`src/sv/lsr_pkg.sv`:
```
`timescale 1ns / 1ps
// Package for the LIFO stack with reverse: request and response structs,
// operation codes and controller states. No dependencies.
package lsr_pkg;

   typedef enum logic [1:0] {
      OP_PUSH    = 2'd0,
      OP_POP     = 2'd1,
      OP_PEEK    = 2'd2,
      OP_REVERSE = 2'd3
   } opcode_type;

   typedef struct packed {
      opcode_type         opcode;
      logic signed [31:0] push_value;
   } req_type;

   typedef struct packed {
      logic               success;
      logic signed [31:0] top_value;
      logic [4:0]         entry_count;
      logic               is_empty;
   } rsp_type;

   typedef enum logic [2:0] {
      ST_IDLE,
      ST_READ,
      ST_REV_RD_LO,
      ST_REV_RD_HI,
      ST_REV_WR_LO,
      ST_REV_WR_HI
   } state_type;

endpackage

```
`src/sv/lifo_stack_with_reverse.sv`:
```
`timescale 1ns / 1ps
// LIFO stack with reverse: top level holding the entry memory and its controller.
// Depends on lsr_pkg for the request/response structs, opcodes and states.

// A request is taken when start is high and busy is low; each request yields
// exactly one response, shown for one cycle with rsp_strobe high, and the
// receiver cannot stall it. A push, or any request that fails, answers in the
// next cycle and keeps busy low, so these can be issued every cycle. A pop or
// peek needs one read of the entry memory: busy is high for one cycle, in
// ST_READ, and the response is registered from that state. A reverse of
// n entries swaps floor(n/2) entry pairs through the memory's read and write
// ports, stepping through the read lo, read hi, write lo and write hi states
// for each pair, and the response appears in the first cycle with busy low.
module lifo_stack_with_reverse
   import lsr_pkg::*;
#(
   parameter int STACK_DEPTH = 16,
   parameter int WORD_BITS   = 32
) (
   input  logic    clock,
   input  logic    reset,
   input  logic    start,
   output logic    busy,
   input  req_type req_payload,
   output logic    rsp_strobe,
   output rsp_type rsp_payload
);

   localparam int AW = $clog2(STACK_DEPTH);
   localparam int CW = $clog2(STACK_DEPTH + 1);

   logic [WORD_BITS-1:0] mem [STACK_DEPTH];

   state_type            state_ff, state_in;
   logic [CW-1:0]        count_ff, count_in;
   logic [AW-1:0]        lo_ff, lo_in, hi_ff, hi_in;
   logic [WORD_BITS-1:0] tmp_ff, tmp_in;
   logic [WORD_BITS-1:0] rd_data_ff;
   logic                 rsp_strobe_ff, rsp_strobe_in;
   rsp_type              rsp_ff, rsp_in;

   logic                 accept;
   logic                 not_empty, not_full, rev_more;
   logic [CW-1:0]        count_m1;
   logic [AW-1:0]        rd_addr, wr_addr;
   logic                 wr_en;
   logic [WORD_BITS-1:0] wr_data;
   logic                 rsp_ok;
   logic                 rsp_has_value;
   logic [WORD_BITS+31:0] push_wide;
   logic [WORD_BITS+31:0] rd_wide;
   logic [CW+4:0]         count_wide;

   assign accept    = start && (state_ff == ST_IDLE);
   assign not_empty = (count_ff != '0);
   assign not_full  = (count_ff < CW'(STACK_DEPTH));
   assign count_m1  = count_ff - CW'(1);
   // Another pair remains once lo and hi have both stepped inward.
   assign rev_more  = (hi_ff - AW'(1)) > (lo_ff + AW'(1));

   assign push_wide  = {{WORD_BITS{1'b0}}, req_payload.push_value};
   assign rd_wide    = {32'b0, rd_data_ff};

   // Next state.
   always_comb begin
      state_in = state_ff;
      unique case (state_ff)
         ST_IDLE: begin
            if (accept) begin
               case (req_payload.opcode)
                  OP_POP, OP_PEEK: if (not_empty) state_in = ST_READ;
                  OP_REVERSE:      if (count_ff > CW'(1)) state_in = ST_REV_RD_LO;
                  default:         state_in = ST_IDLE;
               endcase
            end
         end
         ST_READ:      state_in = ST_IDLE;
         ST_REV_RD_LO: state_in = ST_REV_RD_HI;
         ST_REV_RD_HI: state_in = ST_REV_WR_LO;
         ST_REV_WR_LO: state_in = ST_REV_WR_HI;
         ST_REV_WR_HI: state_in = rev_more ? ST_REV_RD_LO : ST_IDLE;
         default:      state_in = ST_IDLE;
      endcase
   end

   // Outputs and datapath.
   always_comb begin
      busy          = (state_ff != ST_IDLE);
      count_in      = count_ff;
      lo_in         = lo_ff;
      hi_in         = hi_ff;
      tmp_in        = tmp_ff;
      rd_addr       = lo_ff;
      wr_en         = 1'b0;
      wr_addr       = lo_ff;
      wr_data       = rd_data_ff;
      rsp_strobe_in = 1'b0;
      rsp_ok        = 1'b0;
      rsp_has_value = 1'b0;
      unique case (state_ff)
         ST_IDLE: begin
            if (accept) begin
               case (req_payload.opcode)
                  OP_PUSH: begin
                     rsp_strobe_in = 1'b1;
                     if (not_full) begin
                        wr_en    = 1'b1;
                        wr_addr  = count_ff[AW-1:0];
                        wr_data  = push_wide[WORD_BITS-1:0];
                        count_in = count_ff + CW'(1);
                        rsp_ok   = 1'b1;
                     end
                  end
                  OP_POP: begin
                     rd_addr = count_m1[AW-1:0];
                     if (not_empty) count_in = count_m1;
                     else rsp_strobe_in = 1'b1;
                  end
                  OP_PEEK: begin
                     rd_addr = count_m1[AW-1:0];
                     if (!not_empty) rsp_strobe_in = 1'b1;
                  end
                  default: begin
                     lo_in = '0;
                     hi_in = count_m1[AW-1:0];
                     if (count_ff <= CW'(1)) begin
                        rsp_strobe_in = 1'b1;
                        rsp_ok        = 1'b1;
                     end
                  end
               endcase
            end
         end
         ST_READ: begin
            rsp_strobe_in = 1'b1;
            rsp_ok        = 1'b1;
            rsp_has_value = 1'b1;
         end
         ST_REV_RD_LO: rd_addr = lo_ff;
         ST_REV_RD_HI: begin
            rd_addr = hi_ff;
            tmp_in  = rd_data_ff;
         end
         ST_REV_WR_LO: begin
            wr_en   = 1'b1;
            wr_addr = lo_ff;
            wr_data = rd_data_ff;
         end
         ST_REV_WR_HI: begin
            wr_en   = 1'b1;
            wr_addr = hi_ff;
            wr_data = tmp_ff;
            lo_in   = lo_ff + AW'(1);
            hi_in   = hi_ff - AW'(1);
            if (!rev_more) begin
               rsp_strobe_in = 1'b1;
               rsp_ok        = 1'b1;
            end
         end
         default: busy = 1'b1;
      endcase
   end

   assign count_wide = {5'b0, count_in};

   always_comb begin
      rsp_in.success     = rsp_ok;
      rsp_in.top_value   = rsp_has_value ? rd_wide[31:0] : 32'sd0;
      rsp_in.entry_count = count_wide[4:0];
      rsp_in.is_empty    = (count_in == '0);
   end

   always_ff @(posedge clock) begin
      if (wr_en) begin
         mem[wr_addr] <= wr_data;
      end
   end

   always_ff @(posedge clock) begin
      rd_data_ff <= mem[rd_addr];
   end

   always_ff @(posedge clock) begin
      if (reset) begin
         state_ff      <= ST_IDLE;
         count_ff      <= '0;
         rsp_strobe_ff <= 1'b0;
      end else begin
         state_ff      <= state_in;
         count_ff      <= count_in;
         rsp_strobe_ff <= rsp_strobe_in;
      end
   end

   always_ff @(posedge clock) begin
      lo_ff  <= lo_in;
      hi_ff  <= hi_in;
      tmp_ff <= tmp_in;
      rsp_ff <= rsp_in;
   end

   assign rsp_strobe  = rsp_strobe_ff;
   assign rsp_payload = rsp_ff;

   a_count_bound: assert property (@(posedge clock) disable iff (reset)
      count_ff <= CW'(STACK_DEPTH))
      else $error("entry count above stack depth");

   a_rev_order: assert property (@(posedge clock) disable iff (reset)
      (state_ff == ST_REV_RD_LO || state_ff == ST_REV_RD_HI ||
       state_ff == ST_REV_WR_LO || state_ff == ST_REV_WR_HI) |-> (lo_ff < hi_ff))
      else $error("reverse pointers crossed");

   a_rev_quiet: assert property (@(posedge clock) disable iff (reset)
      (state_ff == ST_REV_RD_HI || state_ff == ST_REV_WR_LO ||
       state_ff == ST_REV_WR_HI) |-> !rsp_strobe)
      else $error("response during reverse");

   a_read_rsp: assert property (@(posedge clock) disable iff (reset)
      (state_ff == ST_READ) |=> (rsp_strobe && rsp_payload.success))
      else $error("pop or peek read without a response");

endmodule
```
`config.mk`:
```
export PLATFORM = sky130hd
export DESIGN_NAME = lifo_stack_with_reverse
export DESIGN_NICKNAME = d
export VERILOG_FILES = /design/src/sv/lsr_pkg.sv /design/src/sv/lifo_stack_with_reverse.sv
export SDC_FILE = /design/constraint.sdc
export NUM_CORES = 1
export LEC_CHECK = 0
export BUFFER_PORTS_ARGS = -buffer_cell sky130_fd_sc_hd__buf_2
export CAP_MARGIN = 0
export CORE_MARGIN = 2
export CORE_UTILIZATION = 30
export DETAILED_ROUTE_END_ITERATION = 10
export PLACE_DENSITY = 0.43
export SYNTH_ARGS = -nofsm -noshare
export SYNTH_HDL_FRONTEND = slang
export SYNTH_SLANG_ARGS = --single-unit
```
`constraint.sdc`:
```
create_clock -name clock -period 13.45 [get_ports clock]
set_input_delay 2.69 -clock clock [delete_from_list [all_inputs] [get_ports clock]]
set_output_delay 2.69 -clock clock [all_outputs]
set_load 0.005 [all_outputs]
```
Yosys cells after proc, flatten, opt, wreduce, memory -nomap -nowiden
Memories as Yosys holds them, arrays and structs flattened. A register that Yosys moved wholly into a read port is not among the register bits.
Cells that the tools add are included.
Cells by class
  add/subtract/negate cells: 4
  $lt $le $gt $ge: 4
  equality and inequality tests: 12
  mux-type cells: 45
  reductions and logical operators: 13
Operator list (number)
  $mux 32: 3
  $pmux 32 s2: 1
  $mux 4: 9
  $pmux 4 s2: 4
  $mux 5: 4
  $pmux 3 s5: 1
  $mux 1: 12
  $pmux 5 s2: 1
  $mux 3: 3
  $eq 3x2->1 const B: 2
  $eq 3x3->1 const B: 2
  $ne 3x3->1 const B: 2
  $pmux 1 s2: 3
  $pmux 1 s3: 2
  $pmux 3 s2: 1
  $reduce_and 3->1: 2
  $reduce_or 6->1: 1
  $add 5x1->5 const B: 1
  $gt 5x1->1 const B: 1
  $le 5x1->1 const B: 1
  $logic_not 5->1: 1
  $lt 5x5->1 const B: 1
  $reduce_bool 5->1: 1
  $sub 5x1->5 const B: 1
  other kinds (15): 18
Storage, ports and cells
  register bits: 88
  bits in writable memories: 512
  input port bits: 37
  output and inout bits: 41
  logic and storage cells: 89
  memories kept: 1
Memories
  mem: words 16, width 32, read ports 1, clocked after Yosys merged registers in 1, wr ports 1, line lifo_stack_with_reverse.sv:32  | logic [WORD_BITS-1:0] mem [STACK_DEPTH];

Depth between registers and ports, before layout
  depth in word-level cells: 7
  mapped depth: 11

Worst setup path after synthesis
Ideal clock, no wire load.
  path type: input -> register
  from: in req_payload[33] (netlist bit)
  to: mem mem[0][0] (enable)
  setup time: 0.461 ns
  arrival: 6.477 ns
  data required time: 12.989 ns
  setup slack: 6.512 ns
  cell stages on the path: 10
  buffers on the path: 2
  cells stage by stage: inv_1 -> ha_1 -> buf_2 -> nor2b_1 -> nand3_1 -> a21o_1 -> buf_2 -> a221o_1 -> or2_1 -> nor3_1
On the way
  cells in the longest elaborated chain, start to end: 6
  elaborated cells between the ends (all ways): 9
RTL lines
  start, declared: line lifo_stack_with_reverse.sv:24  | input req_type req_payload,
  $logic_not 2->1 (*): line lifo_stack_with_reverse.sv:103  | case (req_payload.opcode)
  $mux 1: line lifo_stack_with_reverse.sv:103
  $mux 1: line lifo_stack_with_reverse.sv:102  | if (accept) begin
  $pmux 1 s2: line lifo_stack_with_reverse.sv:100  | unique case (state_ff)
  $mux 1: line lifo_stack_with_reverse.sv:174  | if (wr_en) begin
  $mux 1 (not written as such): line lifo_stack_with_reverse.sv:175  | mem[wr_addr] <= wr_data;
  end, declared: line lifo_stack_with_reverse.sv:32
Mark *: on every way between the ends. The rest lies on a longest branch, timed or not.

Worst setup path after layout
  from: in req_payload[33] (netlist bit)
  to: mem mem[10][25] (enable)
The elaborated chain is that of the path after synthesis.

==> results by group <==
Status
  – Status: finished, final reports clean

STA
  – Setup tns final: 0 ns
  – Hold Vio Cnt, Final: 0
  – Worst rel slew slack: around 14%
  – Worst Tran Pin Value: about 1.3 ns
  – Final Cycle Share: 44.81%
  – RSZ-0062 raised after global routing: no
  – Final WS setup: about 7.4 ns
  – Max Freq: 0.1659 GHz
  – Setup violations, final: 0
  – Clock skew: approximately 0.02 ns
  – Worst hold slack: 0.4564 ns
  – Fin. max-slew vios: 0
  – Minimum clock period: 6.027 ns

Die
  – Cell row count: between 100 and 150
  – Die width: roughly 290 um
  – Placeable Area: 80550 sq um
  – DIE AREA: roughly 84000 sq um
  – Die H: between 200 and 300 um
  – I/O Pins: a little under 80
  – Initial Utilization: 30.34%

Hold path
  – Hold Path Depth: 0
  – Hold endpoint: tmp_ff[1]
  – HP Start: rd_data_ff[1]
  – Hold Crit Class: reg2reg

CTS
  – Post-CTS resize count: 0
  – CTS tree: done
  – Sink Count: between 600 and 700
  – Cts hold-fix bufs: 0
  – H-tree levels: 3
  – Post-CTS setup buffers: 0
  – Latest clock arrival within the worst-skew pair: 0.60 ns
  – Clock slew at reported path FFs: 0.06 ns
  – Root Driver: clkbuf_16
  – Cts bufs inserted: around 70
  – CTS Buffer Depth: 3

Critical path
  – Startpoint Class: input pin
  – Reg-to-Reg End: mem[10][25]
  – CP Max Fanout: 38
  – CP required: roughly 14 ns
  – Crit Path Category: in2reg
  – Worst EP arrival: 6.28 ns
  – R2R setup slack: about 9.1 ns
  – Worst Reg2Reg Path Length in Cells: 8
  – Reg2reg start: state_ff[2]
  – Crit end category: register

Finish
  – Final nets: 1781
  – Share of cells above drive strength 1: ~14%
  – Synth-to-Final Area Change: 16.58%
  – N_diodes: 0
  – Fillers: about 7700

Route
  – Avg Vias per Cell: a little under 5
  – Drt first-iter violations: 1226
  – DRC viols: 0
  – Via Count: approximately 14000
  – Final ANT Viol Nets: 0
  – Final wirelength: 64.40 mm
  – DR WL/cell: 22.62 um
  – Drt first pass iters: 5

Synthesis
  – Largest family of logic cells by synthesized area: compound AO/OA/AOI/OAI gates
  – Cell count after synthesis: between 1500 and 2000
  – Post-synthesis mux area share: under 10%
  – Adder-cell share of the synthesized area: 0.7167%
  – Predominant post-synthesis flop cell: edfxtp_1
  – Syn Nets: about 1700
  – Yosys warning count: 0
  – FFs w/ async S/R, synth: 0%
  – Simple-Gate Fraction of Synth Area: under 10%
  – Post-Synth XOR/XNOR Area: 0.2867%
  – Sequential area share after synthesis: about 74%
  – Top post-synthesis cells by area: edfxtp_1 68%, dfxtp_1 6.6%, mux2i_1 5.8%
  – Post-synthesis compound-gate area fraction: about 9%
  – #FFs+latches synth: 632
  – Mapped cell area: roughly 24000 sq um
  – Post-synth top area cell: edfxtp_1
  – Count of cell types in the netlist: 56
  – Syn avg cell area: 14.87 sq um
  – Post-synth EDFFs: about 550
  – Top-area cell type share of the netlist area: roughly two thirds

Global route
  – Vias in the first global route: between 10000 and 15000
  – Antenna violations before repair: 0
  – Total Routing Usage GR: 15.52%
  – First-pass GRT wire length: between 90 and 100 mm
  – Largest net degree at the start of global routing: approximately 130
  – GR Overflow Total: 0

Power and ir drop
  – Leakage power: ~0.010 uW
  – Total power: about 5000 uW
  – VDD IR max: 0.00007657 V
  – Power density over the cells: about 170 nW/um^2

Flow run
  – Max cap viols: 0

Place
  – Port bufs: 77
  – HPWL after detailed placement: 35.63 mm
  – GP Congestion: between 0.7 and 0.8
  – Place WS: 6.748 ns
==> through the flow <==
stage / util (%) / cell area (sq um) / instances
2_1_floorplan: - / 24440 / 1644
3_3_place_gp: 32.41 / 26110 / 2717
3_5_place_dp: 32.41 / 26110 / 2717
4_1_cts: 35.37 / 28490 / 2847
5_1_grt: 35.37 / 28490 / 2847
6_report: 35.37 / 28490 / 2847
==> worst max-delay path, cell delays in order <==
cell and delay, ns:
buf_2 0.12, inv_1 0.07, ha_1 0.30, nor2b_1 0.28
and2_2 0.19, buf_4 0.54, a22oi_1 0.20, nand2_1 0.28
nand3_1 0.40, nor2_4 0.69, buf_4 0.48
==> logic make-up (layout without fill, tap and decap cells) <==
family,Yosys count,after routing
xor+xnor,8,8
fa+ha+maj,14,14
flops,632,632
compound gates,301,301
simple gates,402,402
mux,144,144
buf+inv,143,286
==> state kept, by name (all words and copies together), names as in the netlist <==
name / count
hi_ff: 4
state_ff: 3
tmp_ff: 32
rd_data_ff: 32
rsp_strobe: 1
rsp_payload: 39
count_ff: 5
mem: 512
lo_ff: 4
==> area by class of cell <==
class / instances / area, sq um / area share [%]
repair buffers: 115 / 683.2 / 2.398
inverters: 41 / 153.9 / 0.5402
multi-input cells: 869 / 5766 / 20.24
clock buffers: 101 / 2092 / 7.343
well taps: 1060 / 1326 / 4.655
flip-flops and latches: 632 / 18180 / 63.80
clock inverters: 29 / 292.8 / 1.028
==> cells in the mapped netlist (all sizes together) (2+ instances only) <==
cell,instances
and4b,2
nor3,12
a21oi,77
nand2b,4
buf,60
nand3,11
mux2i,142
and3,32
dfxtp,80
nor3b,3
o211ai,4
inv,41
nand2,253
and2,4
clkbuf,42
a222oi,25
xnor2,5
o22ai,33
mux2,2
o21ai,20
nor2b,6
a32oi,64
nor2,66
xor2,3
edfxtp,552
a22oi,66
ha,14
nand4,2
==> routing by layer <==
layer  up-vias  GRT usage, %  part of all wire (%)
met5         -             0                     0
met4         0         3.750                   1.9
met3        89         2.654                   4.2
met2       311         25.33                    47
met1      7178         21.50                    47
li1       6464             -                     -
==> worst max-delay path by stage <==
| stage | from | endpoint | slack, ns |
|---|---|---|---|
| final | req_payload[33] | mem[10][25] | 7.42 |
| after global routing | req_payload[33] | mem[10][17] | 7.20 |
| after CTS | req_payload[33] | mem[10][12] | 7.37 |
| after detailed placement | req_payload[33] | mem[10][23] | 6.75 |
| after global placement | req_payload[33] | mem[9][23] | 6.90 |
| after floorplan | req_payload[33] | mem[0][0] | 6.51 |
==> cells in the final DEF (no fill, tap or decap), types with 8 or more instances in the layout <==
master,n
dfxtp_1,80
clkinv_1,10
clkbuf_1,12
buf_4,37
a32oi_1,64
a222oi_1,25
a21oi_1,77
mux2i_1,142
nor2_4,13
clkinv_2,8
edfxtp_1,552
inv_1,41
ha_1,14
o22ai_1,33
buf_2,77
clkbuf_16,73
clkbuf_8,16
nand2_1,250
and3_1,32
o21ai_0,17
nand3_1,11
a22oi_1,66
nor2_1,53
==> where the power goes <==
group	leakage (uW)	internal, uW	total [uW]	switching, uW
registers	0.00560	2340	2390	45.3
clock network	0.00117	1180	1960	781
logic	0.00328	165	577	412
total	0.0101	3690	4920	1240
Power figures use the tool's default switching activity.
